### src/rtl/periodic_task_tick_dispatcher_unit_defines.svh
// assertion macros used by the tick dispatcher datapath
// no dependencies; define ASSERT_OFF to compile the checks away
`ifndef PERIODIC_TASK_TICK_DISPATCHER_UNIT_DEFINES_SVH
`define PERIODIC_TASK_TICK_DISPATCHER_UNIT_DEFINES_SVH

`ifndef ASSERT_OFF

// same-cycle implication
`define PTD_ASSERT_IMP(lbl, clk, rstn, ante, cons) \
    lbl: assert property (@(posedge clk) disable iff (!rstn) (ante) |-> (cons)) \
        else $error("ptd assertion failed");

// next-cycle implication
`define PTD_ASSERT_NXT(lbl, clk, rstn, ante, cons) \
    lbl: assert property (@(posedge clk) disable iff (!rstn) (ante) |=> (cons)) \
        else $error("ptd assertion failed");

`else

`define PTD_ASSERT_IMP(lbl, clk, rstn, ante, cons)
`define PTD_ASSERT_NXT(lbl, clk, rstn, ante, cons)

`endif

`endif

### src/rtl/ptd_pkg.sv
// shared types and constants for the tick dispatcher
// no dependencies
package ptd_pkg;

    localparam int TASK_COUNT_DEF = 8;
    localparam int KIND_W         = 3;
    localparam int ID_W           = 3;
    localparam int CNT_W          = 16;

    localparam logic [KIND_W-1:0] KIND_TICK    = 3'd0;
    localparam logic [KIND_W-1:0] KIND_CREATE  = 3'd1;
    localparam logic [KIND_W-1:0] KIND_SUSPEND = 3'd2;
    localparam logic [KIND_W-1:0] KIND_RESUME  = 3'd3;
    localparam logic [KIND_W-1:0] KIND_DELETE  = 3'd4;

    // controller to datapath
    typedef struct packed {
        logic apply;
        logic start;
        logic advance;
        logic rd_en;
        logic eval_en;
        logic flush_en;
    } ptd_cmd_t;

    // datapath to controller
    typedef struct packed {
        logic slot_active;
        logic idx_last;
        logic eval_stall;
        logic pend_valid;
        logic out_free;
    } ptd_sts_t;

endpackage

### src/rtl/ptd_ctrl.sv
// controller state machine: command handling and the slot walk of a tick
// depends on ptd_pkg
module ptd_ctrl
    import ptd_pkg::*;
(
    input  logic      clk,
    input  logic      rst_n,
    input  logic      req_valid,
    input  logic      req_is_tick,
    output logic      req_ready,
    input  ptd_sts_t  sts,
    output ptd_cmd_t  cmd
);

    localparam logic [1:0] S_IDLE  = 2'd0;
    localparam logic [1:0] S_READ  = 2'd1;
    localparam logic [1:0] S_EVAL  = 2'd2;
    localparam logic [1:0] S_FLUSH = 2'd3;

    logic [1:0] state_reg;
    logic [1:0] state_next;
    logic       accept;

    assign req_ready = (state_reg == S_IDLE);
    assign accept    = req_valid && req_ready;

    always_comb
    begin
        state_next = state_reg;
        cmd        = '0;
        case (state_reg)
            S_IDLE:
            begin
                cmd.apply = accept && !req_is_tick;
                if (accept && req_is_tick)
                begin
                    cmd.start  = 1'b1;
                    state_next = S_READ;
                end
            end
            S_READ:
            begin
                if (sts.slot_active)
                begin
                    cmd.rd_en  = 1'b1;
                    state_next = S_EVAL;
                end
                else if (sts.idx_last)
                begin
                    state_next = S_FLUSH;
                end
                else
                begin
                    cmd.advance = 1'b1;
                end
            end
            S_EVAL:
            begin
                if (!sts.eval_stall)
                begin
                    cmd.eval_en = 1'b1;
                    if (sts.idx_last)
                    begin
                        state_next = S_FLUSH;
                    end
                    else
                    begin
                        cmd.advance = 1'b1;
                        state_next  = S_READ;
                    end
                end
            end
            S_FLUSH:
            begin
                cmd.flush_en = 1'b1;
                if (!sts.pend_valid || sts.out_free)
                begin
                    state_next = S_IDLE;
                end
            end
            default:
            begin
                state_next = S_IDLE;
            end
        endcase
    end

    always_ff @(posedge clk or negedge rst_n)
    begin
        if (!rst_n)
        begin
            state_reg <= S_IDLE;
        end
        else
        begin
            state_reg <= state_next;
        end
    end

endmodule

### config.mk
export PLATFORM = sky130hd
export DESIGN_NAME = ptd_ctrl
export DESIGN_NICKNAME = d
export VERILOG_FILES = /design/src/rtl/periodic_task_tick_dispatcher_unit_defines.svh /design/src/rtl/ptd_pkg.sv /design/src/rtl/ptd_ctrl.sv
export SDC_FILE = /design/constraint.sdc
export NUM_CORES = 1
export LEC_CHECK = 0
export BUFFER_PORTS_ARGS = -buffer_cell sky130_fd_sc_hd__buf_4
export CORE_AREA = 5 5 42 44
export CTS_CLUSTER_DIAMETER = 150
export CTS_CLUSTER_SIZE = 30
export DETAILED_ROUTE_END_ITERATION = 6
export DIE_AREA = 0 0 47 49
export SYNTH_ARGS = -nofsm -noshare
export SYNTH_HDL_FRONTEND = slang
export SYNTH_SLANG_ARGS = --single-unit
### constraint.sdc
create_clock -name clk -period 1.9 [get_ports clk]
set_input_delay 0.095 -clock clk [delete_from_list [all_inputs] [get_ports clk]]
set_output_delay 0.095 -clock clk [all_outputs]
set_load 0.03 [all_outputs]
==> flow_metrics.env <==
export IMPL_vias=271
export IMPL_gr_total_overflow=0
export IMPL_fp_coreArea_um2=1400
export IMPL_clk_root_buffer_cell="clkbuf_4"
export IMPL_vdd_drop_max_v=0.000414
export IMPL_gp_congestion=0.688
export IMPL_grt_use_total_pct=6.83
export IMPL_maxCapViolCount=0
export IMPL_post_dp_hpwl_um=556
export IMPL_fin_worst_skew_ns=0.00170
export IMPL_powerDensity_nw_per_um2=1380
export IMPL_largest_reg_flops=2
export IMPL_antenna_cells=0
export IMPL_slew_violations=0
export IMPL_power_leakage_nw=0.205
export IMPL_cts_buffers=3
export IMPL_drive_gt1_share_pct=46.8
export IMPL_hold_class="in -> async"
export IMPL_rr_worst_depth=5
export IMPL_arrival_ns=1.54
export IMPL_syn_inst=28
export IMPL_clockBufferDepth=2
export IMPL_fin_ws_ns=0.264
export IMPL_syn_nets=41
export IMPL_htreeDepth=1
export IMPL_max_slew_margin_pct=73.8
export IMPL_port_buffers=15
export IMPL_ys_seq_area_share_pct=20.6
export IMPL_regArea_um2=50.0
export IMPL_fmax_mhz=611
export IMPL_num_io_pins=16
export IMPL_synthTopCellsByArea="dfrtp_1, ha_1, nor2_1, o2bb2ai_1, a2111oi_2"
export IMPL_crit_path_end_kind="output port"
export IMPL_rsz0062_at_grt="no"
export IMPL_yosysWarningCount=0
export IMPL_cts_tree="yes"
export IMPL_fillers=164
export IMPL_path_clk_slew_ns=0.03
export IMPL_synth_largest_area_cell="dfrtp_1"
export IMPL_dieArea_um2=2300
export IMPL_avgSynthCellArea_um2=8.67
export IMPL_synth_top_area_share_pct=20.6
export IMPL_power_total_w=0.000573
export IMPL_grt_pass1_vias=286
export IMPL_drt_first_pass_iters=2
export IMPL_period_minus_slack_ns=1.64
export IMPL_final_nets=62
export IMPL_antenna_left=0
export IMPL_yosysUniqueCellTypes=16
export IMPL_post_drt_wl_per_cell_um=10.2
export IMPL_setup_viol=0
export IMPL_grt_pass1_wl_mm=1.12
export IMPL_status="finished, final reports clean"
export IMPL_cts_resized=0
export IMPL_post_route_period_util_pct=86.1
export IMPL_initial_core_util_pct=17.3
export IMPL_drt_total_wl_um=642
export IMPL_rows=14
export IMPL_vias_per_cell=4.30
export IMPL_cts_sinks=2
export IMPL_whs_ns=0.189
export IMPL_pre_cts_slack_ns=0.354
export IMPL_cts_hold_fix_buffers=1
export IMPL_grt_max_degree=7
export IMPL_route_detailed_drc=0
export IMPL_crit_type="reg -> out"
export IMPL_worstPathRequired_ns=1.80
export IMPL_worst_pin_slew_ns=0.383
export IMPL_drt_iter0_markers=1
export IMPL_synth_seq_cells=2
export IMPL_syn_area_um2=243
export IMPL_fin_tns_setup_ns=0
export IMPL_postCtsSetupBuffers=0
export IMPL_antenna_found_initial=0
export IMPL_cp_start_kind="flop"
export IMPL_final_core_util_pct=29.6
export IMPL_hold_viol=0
export IMPL_fp_dieW_um=47
export IMPL_cp_max_fo=4
export IMPL_multi_input_area_um2=193
export IMPL_die_h_um=49
export IMPL_synthToLayoutAreaGrowth_pct=71.1
export IMPL_clk_latency_ns=0.22
## cells in the final DEF, fill, tap and decap left out, drive strengths merged
| cell | count |
|---|---|
| o21ai | 1 |
| nor2b | 2 |
| clkbuf | 3 |
| nor2 | 5 |
| nor4b | 1 |
| and3 | 1 |
| ha | 4 |
| buf | 15 |
| and3b | 1 |
| a2111oi | 2 |
| o2bb2ai | 2 |
| dfrtp | 2 |
| nand2 | 1 |
| nor3b | 2 |
| and2 | 1 |
| inv | 2 |
| dlygate4sd3 | 1 |
| a21boi | 1 |
## power breakdown
group,leakage (nW),switching [W],internal [W]
logic,0.166,0.000220,0.000174
clock network,0.0138,0.0000232,0.0000696
registers,0.0251,0.0000227,0.0000636
total,0.205,0.000266,0.000307
## worst max-delay path, stage by stage (launching register included)
cell and delay, ns:
dfrtp_1 0.40, inv_1 0.13, ha_1 0.23, nor2b_2 0.17, nor2_1 0.06, nor3b_2 0.14, buf_4 0.18
## cell type report
type | instances | share of cell area [%]
Clock buffer | 3 | 5.42
Inverter | 2 | 1.81
Multi-Input combinational cell | 24 | 46.4
Sequential cell | 2 | 12.0
Tap cell | 16 | 4.82
Timing Repair Buffer | 16 | 29.5
## path summary, 6_finish.rpt
check,from,to,slack (ns)
setup / recovery,state_reg[0],cmd[3],0.26
hold / removal,rst_n,state_reg[0],0.19
setup reg to reg,state_reg[0],state_reg[1],0.37
hold reg to reg,state_reg[0],state_reg[0],0.61
max in group asynchronous,rst_n,state_reg[1],1.62
min in group clk,sts[2],state_reg[0],0.23
## metrics by stage
stage | cell area [um^2] | instances
floorplan | 250 | 28
global placement | 383 | 59
detailed placement | 383 | 59
CTS | 415 | 63
global route | 415 | 63
finish | 415 | 63
## synthesized netlist by cell type
cell / count
a2111oi_0: 1
a2111oi_2: 1
a21boi_0: 1
and2_2: 1
and3_1: 1
and3b_1: 1
dfrtp_1: 2
ha_1: 4
inv_1: 2
nand2_1: 1
nor2_1: 5
nor2b_1: 2
nor3b_1: 2
nor4b_1: 1
o21ai_0: 1
o2bb2ai_1: 2
## routing by layer
metal / global-route usage [%] / up-vias / part of all wire, %
met5: 0 / - / 0
met4: 4.15 / 0 / 0
met3: 3.69 / 0 / 8.3
met2: 11.5 / 6 / 60
met1: 5.93 / 126 / 32
li1: - / 139 / -
## logic make-up (layout without fill, tap and decap cells)
logic type               Yosys count  count (layout)  share of synthesized area (%)
adder cells (fa/ha/maj)            4               4                           20.6
flip-flops                         2               2                           20.6
AO/OA/AOI/OAI                      6               6                           22.2
AND/OR/NAND/NOR                   14              14                           33.5
buffers and inverters              2              21                           3.09
Note: power is estimated with default switching activity, not from simulation.
