File: src/rtl/periodic_task_tick_dispatcher_unit_defines.svh
// assertion macros used by the tick dispatcher datapath
// no dependencies; define ASSERT_OFF to compile the checks away
`ifndef PERIODIC_TASK_TICK_DISPATCHER_UNIT_DEFINES_SVH
`define PERIODIC_TASK_TICK_DISPATCHER_UNIT_DEFINES_SVH

`ifndef ASSERT_OFF

// same-cycle implication
`define PTD_ASSERT_IMP(lbl, clk, rstn, ante, cons) \
    lbl: assert property (@(posedge clk) disable iff (!rstn) (ante) |-> (cons)) \
        else $error("ptd assertion failed");

// next-cycle implication
`define PTD_ASSERT_NXT(lbl, clk, rstn, ante, cons) \
    lbl: assert property (@(posedge clk) disable iff (!rstn) (ante) |=> (cons)) \
        else $error("ptd assertion failed");

`else

`define PTD_ASSERT_IMP(lbl, clk, rstn, ante, cons)
`define PTD_ASSERT_NXT(lbl, clk, rstn, ante, cons)

`endif

`endif

File: src/rtl/ptd_pkg.sv
// shared types and constants for the tick dispatcher
// no dependencies
package ptd_pkg;

    localparam int TASK_COUNT_DEF = 8;
    localparam int KIND_W         = 3;
    localparam int ID_W           = 3;
    localparam int CNT_W          = 16;

    localparam logic [KIND_W-1:0] KIND_TICK    = 3'd0;
    localparam logic [KIND_W-1:0] KIND_CREATE  = 3'd1;
    localparam logic [KIND_W-1:0] KIND_SUSPEND = 3'd2;
    localparam logic [KIND_W-1:0] KIND_RESUME  = 3'd3;
    localparam logic [KIND_W-1:0] KIND_DELETE  = 3'd4;

    // controller to datapath
    typedef struct packed {
        logic apply;
        logic start;
        logic advance;
        logic rd_en;
        logic eval_en;
        logic flush_en;
    } ptd_cmd_t;

    // datapath to controller
    typedef struct packed {
        logic slot_active;
        logic idx_last;
        logic eval_stall;
        logic pend_valid;
        logic out_free;
    } ptd_sts_t;

endpackage

File: src/rtl/ptd_datapath.sv
// slot table, countdown update, pending fired slot and output register
// depends on ptd_pkg and the assertion macro header
`include "periodic_task_tick_dispatcher_unit_defines.svh"

module ptd_datapath
    import ptd_pkg::*;
#(
    parameter int TASK_COUNT = TASK_COUNT_DEF
)
(
    input  logic              clk,
    input  logic              rst_n,
    input  ptd_cmd_t          cmd,
    output ptd_sts_t          sts,
    input  logic [KIND_W-1:0] kind,
    input  logic [ID_W-1:0]   task_id,
    input  logic [CNT_W-1:0]  period,
    input  logic [CNT_W-1:0]  first_delay,
    output logic              out_valid,
    input  logic              out_ready,
    output logic [ID_W-1:0]   fired_task,
    output logic              last
);

    localparam int IDX_W = (TASK_COUNT > 1) ? $clog2(TASK_COUNT) : 1;

    logic [2*CNT_W-1:0]    slot_mem [TASK_COUNT];
    logic [2*CNT_W-1:0]    rdata_reg;
    logic [TASK_COUNT-1:0] present_reg;
    logic [TASK_COUNT-1:0] present_next;
    logic [TASK_COUNT-1:0] ready_reg;
    logic [TASK_COUNT-1:0] ready_next;
    logic [IDX_W-1:0]      idx_reg;
    logic [IDX_W-1:0]      idx_next;
    logic                  pend_valid_reg;
    logic                  pend_valid_next;
    logic [IDX_W-1:0]      pend_idx_reg;
    logic [IDX_W-1:0]      pend_idx_next;
    logic                  out_valid_reg;
    logic                  out_valid_next;
    logic [ID_W-1:0]       out_task_reg;
    logic                  out_last_reg;

    logic [IDX_W-1:0]      cmd_idx;
    logic                  id_ok;
    logic                  apply_ok;
    logic [CNT_W-1:0]      rd_period;
    logic [CNT_W-1:0]      rd_count;
    logic [CNT_W-1:0]      new_count;
    logic                  fire;
    logic                  out_free;
    logic                  wr_en;
    logic [IDX_W-1:0]      wr_addr;
    logic [2*CNT_W-1:0]    wr_data;
    logic                  push_en;
    logic [IDX_W-1:0]      push_idx;
    logic                  push_last;

    assign cmd_idx   = IDX_W'(task_id);
    assign id_ok     = (32'(task_id) < TASK_COUNT);
    assign apply_ok  = cmd.apply && id_ok;

    assign rd_period = rdata_reg[2*CNT_W-1:CNT_W];
    assign rd_count  = rdata_reg[CNT_W-1:0];
    assign fire      = (rd_count == '0);
    // reload wraps for a zero period
    assign new_count = fire ? (rd_period - CNT_W'(1)) : (rd_count - CNT_W'(1));
    assign out_free  = !out_valid_reg || out_ready;

    assign sts.slot_active = present_reg[idx_reg] && ready_reg[idx_reg];
    assign sts.idx_last    = (idx_reg == IDX_W'(TASK_COUNT - 1));
    assign sts.eval_stall  = fire && pend_valid_reg && !out_free;
    assign sts.pend_valid  = pend_valid_reg;
    assign sts.out_free    = out_free;

    assign wr_en   = (apply_ok && (kind == KIND_CREATE)) || cmd.eval_en;
    assign wr_addr = cmd.eval_en ? idx_reg : cmd_idx;
    assign wr_data = cmd.eval_en ? {rd_period, new_count} : {period, first_delay};

    always_ff @(posedge clk)
    begin
        if (wr_en)
        begin
            slot_mem[wr_addr] <= wr_data;
        end
        if (cmd.rd_en)
        begin
            rdata_reg <= slot_mem[idx_reg];
        end
    end

    // slot flags
    always_comb
    begin
        present_next = present_reg;
        ready_next   = ready_reg;
        if (apply_ok)
        begin
            case (kind)
                KIND_CREATE:
                begin
                    present_next[cmd_idx] = 1'b1;
                    ready_next[cmd_idx]   = 1'b1;
                end
                KIND_SUSPEND: ready_next[cmd_idx]   = 1'b0;
                KIND_RESUME:  ready_next[cmd_idx]   = 1'b1;
                KIND_DELETE:  present_next[cmd_idx] = 1'b0;
                default:      present_next = present_reg;
            endcase
        end
    end

    always_comb
    begin
        idx_next = idx_reg;
        if (cmd.start)
        begin
            idx_next = '0;
        end
        else if (cmd.advance)
        begin
            idx_next = idx_reg + IDX_W'(1);
        end
    end

    // one fired slot is held back until the next one or the end of the walk
    always_comb
    begin
        pend_valid_next = pend_valid_reg;
        pend_idx_next   = pend_idx_reg;
        push_en         = 1'b0;
        push_idx        = pend_idx_reg;
        push_last       = 1'b0;
        if (cmd.eval_en && fire)
        begin
            push_en         = pend_valid_reg;
            pend_valid_next = 1'b1;
            pend_idx_next   = idx_reg;
        end
        else if (cmd.flush_en && pend_valid_reg && out_free)
        begin
            push_en         = 1'b1;
            push_last       = 1'b1;
            pend_valid_next = 1'b0;
        end
    end

    always_comb
    begin
        out_valid_next = out_valid_reg;
        if (push_en)
        begin
            out_valid_next = 1'b1;
        end
        else if (out_ready)
        begin
            out_valid_next = 1'b0;
        end
    end

    always_ff @(posedge clk or negedge rst_n)
    begin
        if (!rst_n)
        begin
            present_reg    <= '0;
            ready_reg      <= '0;
            idx_reg        <= '0;
            pend_valid_reg <= 1'b0;
            out_valid_reg  <= 1'b0;
        end
        else
        begin
            present_reg    <= present_next;
            ready_reg      <= ready_next;
            idx_reg        <= idx_next;
            pend_valid_reg <= pend_valid_next;
            out_valid_reg  <= out_valid_next;
        end
    end

    always_ff @(posedge clk)
    begin
        pend_idx_reg <= pend_idx_next;
        if (push_en)
        begin
            out_task_reg <= ID_W'(push_idx);
            out_last_reg <= push_last;
        end
    end

    assign out_valid  = out_valid_reg;
    assign fired_task = out_task_reg;
    assign last       = out_last_reg;

    `PTD_ASSERT_IMP(a_eval_not_stalled, clk, rst_n, cmd.eval_en, !sts.eval_stall)
    `PTD_ASSERT_NXT(a_fire_held, clk, rst_n, cmd.eval_en && fire,
                    pend_valid_reg && (pend_idx_reg == $past(idx_reg)))
    `PTD_ASSERT_NXT(a_flush_drains, clk, rst_n, cmd.flush_en && out_free, !pend_valid_reg)
    `PTD_ASSERT_NXT(a_create_sets, clk, rst_n, apply_ok && (kind == KIND_CREATE),
                    present_reg[$past(cmd_idx)] && ready_reg[$past(cmd_idx)])

endmodule

File: config.mk
export PLATFORM = sky130hd
export DESIGN_NAME = ptd_datapath
export DESIGN_NICKNAME = d
export VERILOG_FILES = /design/src/rtl/ptd_pkg.sv /design/src/rtl/ptd_datapath.sv
export VERILOG_INCLUDE_DIRS = /design/src /design/src/rtl
export SDC_FILE = /design/constraint.sdc
export NUM_CORES = 1
export LEC_CHECK = 0
export BUFFER_PORTS_ARGS = -buffer_cell sky130_fd_sc_hd__buf_2
export CORE_ASPECT_RATIO = 0.5
export CORE_MARGIN = 10
export CORE_UTILIZATION = 50
export CTS_BUF_LIST = sky130_fd_sc_hd__clkbuf_8
export DETAILED_ROUTE_END_ITERATION = 10
export PLACE_DENSITY = 0.75
export SLEW_MARGIN = 20
export SYNTH_ARGS = -nofsm -noshare
export SYNTH_HDL_FRONTEND = slang
export SYNTH_SLANG_ARGS = --single-unit
File: constraint.sdc
create_clock -name clk -period 9.2 [get_ports clk]
set_input_delay 1.84 -clock clk [delete_from_list [all_inputs] [get_ports clk]]
set_output_delay 1.84 -clock clk [all_outputs]
set_load 0.05 [all_outputs]
==> results.toml <==
[outcome]
status = "finished clean"

[timing]
final.setup.tns_ps = 0
hold_violations = 0
fin_crit_sh = 0.5169
skew_ps = 25.16
period_minus_slack_ps = 4756
relSlewSlack = 0.2906
rsz0062_at_grt = "no"
final_max_slew_viol_count = 0
setup_viol = 0
worstMarginPinSlew_ps = 1064
fmax_mhz = 210.3

[placement]
hpwl_um = 16820
dp.cells = 1071
gp_congestion = 0.9292
port_buffers = 56

[synth]
synth.area.top_cells = "edfxtp_1 (68%), mux4_2 (11%), mux2_2 (6.0%)"
synth_cell_types = 54
synthesis.nets = 746
yosysMostFrequentCell = "edfxtp_1"
netlist.area_leader.share = 0.6796
syn_inst = 696
yosys-top-cells-count = "edfxtp_1 (295), mux2_2 (70), mux4_2 (65)"
synth.ff_latch_count = 316
synth-edff-count = 295
yosysWarningCount = 0
yosysSeqAreaShare = 0.7199
synth_area_per_cell_um2 = 18.73
yosys_most_used_dff = "edfxtp_1"
async_flop_share = 0.06646
netlist_area_um2 = 13040
synth_top_area_cell = "edfxtp_1"

[layout]
largest_reg_flops = 256
area_growth_syn_to_layout_pct = 11.74
final_nets = 826
nFillCells = 1899
drive_gt1_frac = 0.3483
final-instance-count-excl-fill = 1145
diodes = 0

[route]
wl_um = 27690
dr.first_iter.drc_count = 796
routed-via-count = 6938
drtAntennaViolNets = 0
drc = 0
wl_per_cell_um = 24.18
viasPerCell = 6.059
drtPass1Iterations = 6

[floorplanning]
core-area_um2 = 25440
io-pin-count = 57
dieArea_um2 = 33320
initial_core_util = 0.5123
die_x_um = 248.3
num_rows = 41
die_h_um = 134.2

[cts]
cts_resized = 0
cts.sinks = 316
clockBufferDepth = 3
htreeDepth = 2
post_cts_buffers = 0
clock_latency_ps = 560
cts_root_buf = "clkbuf_8"
cts.clk_slew.worst_paths_ps = 60
ctsHoldBuffers = 0
cts-buffers-inserted = 45
cts_tree = "yes"

[flow_run]
maxCapViolations = 0

[worst_setup_path]
endpoint_kind = "output pin"
required_ps = 7360
cp-start-kind = "flop"
critical_path_arrival_ps = 2920
worstPathMaxFanout = 6
crit_type = "flop to output pin"

[global_routing]
grt_pass1_wl_um = 42880
grt_use_total = 0.1691
grt_antenna_before_repair = 0
grt-ovfl-total = 0
grt_pass1_vias = 7112
grt_max_degree = 70

[pwr]
p_leak_uw = 0.004706
peakVddDrop_mv = 0.1081
power.density_nw_per_um2 = 203.0

[worst_hold_path]
hold_class = "flop to flop"
critical path, stage by stage, from the launching register on:
cell      delay [ps]
edfxtp_1         480
nor4_1           690
nand3_1          430
nor4_1           410
buf_2            340
layout make-up:
| class | count | area (um^2) | area share |
|---|---|---|---|
| flip-flops and latches | 316 | 9390 | 0.6447 |
| multi-input cells | 338 | 3530 | 0.2423 |
| clock buffers | 46 | 633.1 | 0.04347 |
| repair buffers | 69 | 442.9 | 0.03041 |
| well taps | 344 | 430.4 | 0.02955 |
| clock inverters | 26 | 116.4 | 0.007989 |
| inverters | 6 | 22.52 | 0.001546 |
through the flow:
step | power (uW) | utilization | hold WS [ps] | setup WS [ps] | cell area, um^2
2_1_floorplan | 1926 | - | 400.3 | 3886 | 13040
3_3_place_gp | 2014 | 0.5392 | 405.1 | 4399 | 13720
3_5_place_dp | 2027 | 0.5411 | 405.4 | 4220 | 13770
4_1_cts | 2985 | 0.5706 | 421.1 | 4460 | 14520
5_1_grt | 3080 | 0.5724 | 426.3 | 4200 | 14570
6_report | 2957 | 0.5724 | 419.3 | 4444 | 14570
worst paths after layout:
kind | start | to | slack [ps] | depth (start not counted)
min in group asynchronous | rst_n | async pin | 1240 | 1
setup reg to reg | rdata_reg[2]$_DFFE_PP_ | slot_mem[6][8]$_DFFE_PP_ | 5200 | 9
max in group asynchronous | rst_n | idx_reg[0]$_DFFE_PN0P_ | 7570 | 1
setup / recovery | rdata_reg[2]$_DFFE_PP_ | sts[2] | 4440 | 4
hold / removal | pend_idx_reg[1]$_DFFE_PP_ | fired_task[1]$_DFFE_PP_ | 420 | 0
hold reg to reg | pend_idx_reg[1]$_DFFE_PP_ | fired_task[1]$_DFFE_PP_ | 420 | 0
layer usage:
layer / global-route usage / vias up / part of all wire / wire (um)
met4: 0.05557 / 0 / 0.020 / 543
met5: 0 / - / 0 / 0
met2: 0.2563 / 283 / 0.47 / 13060
met3: 0.04241 / 44 / 0.078 / 2149
li1: - / 3005 / - / -
met1: 0.2355 / 3606 / 0.43 / 11930
where the power goes:
group,switching [uW],internal (uW)
clock,496,463
sequential,51.1,1670
combinational,149,129
cells in the final DEF (no fill, tap or decap), types with 3 or more instances in the layout:
cell type / n
edfxtp_1: 295
mux2_2: 70
mux4_2: 65
buf_2: 56
clkbuf_8: 46
nor2_1: 27
nand2_1: 26
a31oi_1: 21
dfrtp_1: 18
inv_1: 14
nand3_1: 11
clkinv_1: 9
a21oi_1: 9
buf_4: 9
nor3_1: 8
nor4_1: 8
nor2_4: 8
or4_1: 7
o21ai_0: 7
clkinv_2: 7
or2_2: 5
a211oi_1: 5
nand4_1: 5
nand2b_1: 5
xnor2_1: 5
nor2b_1: 4
mux2i_1: 3
or3_1: 3
a211o_1: 3
nor3b_1: 3
ha_1: 3
logic make-up after synthesis:
logic type | Yosys count | synth area share
adder cells (fa/ha/maj) | 3 | 0.002880
flip-flops | 316 | 0.7199
multiplexers | 138 | 0.1751
buffers and inverters | 42 | 0.01392
AO/OA/AOI/OAI | 59 | 0.03072
XOR/XNOR | 7 | 0.004703
AND/OR/NAND/NOR | 131 | 0.05279
Note: power is estimated with default switching activity, not from simulation.
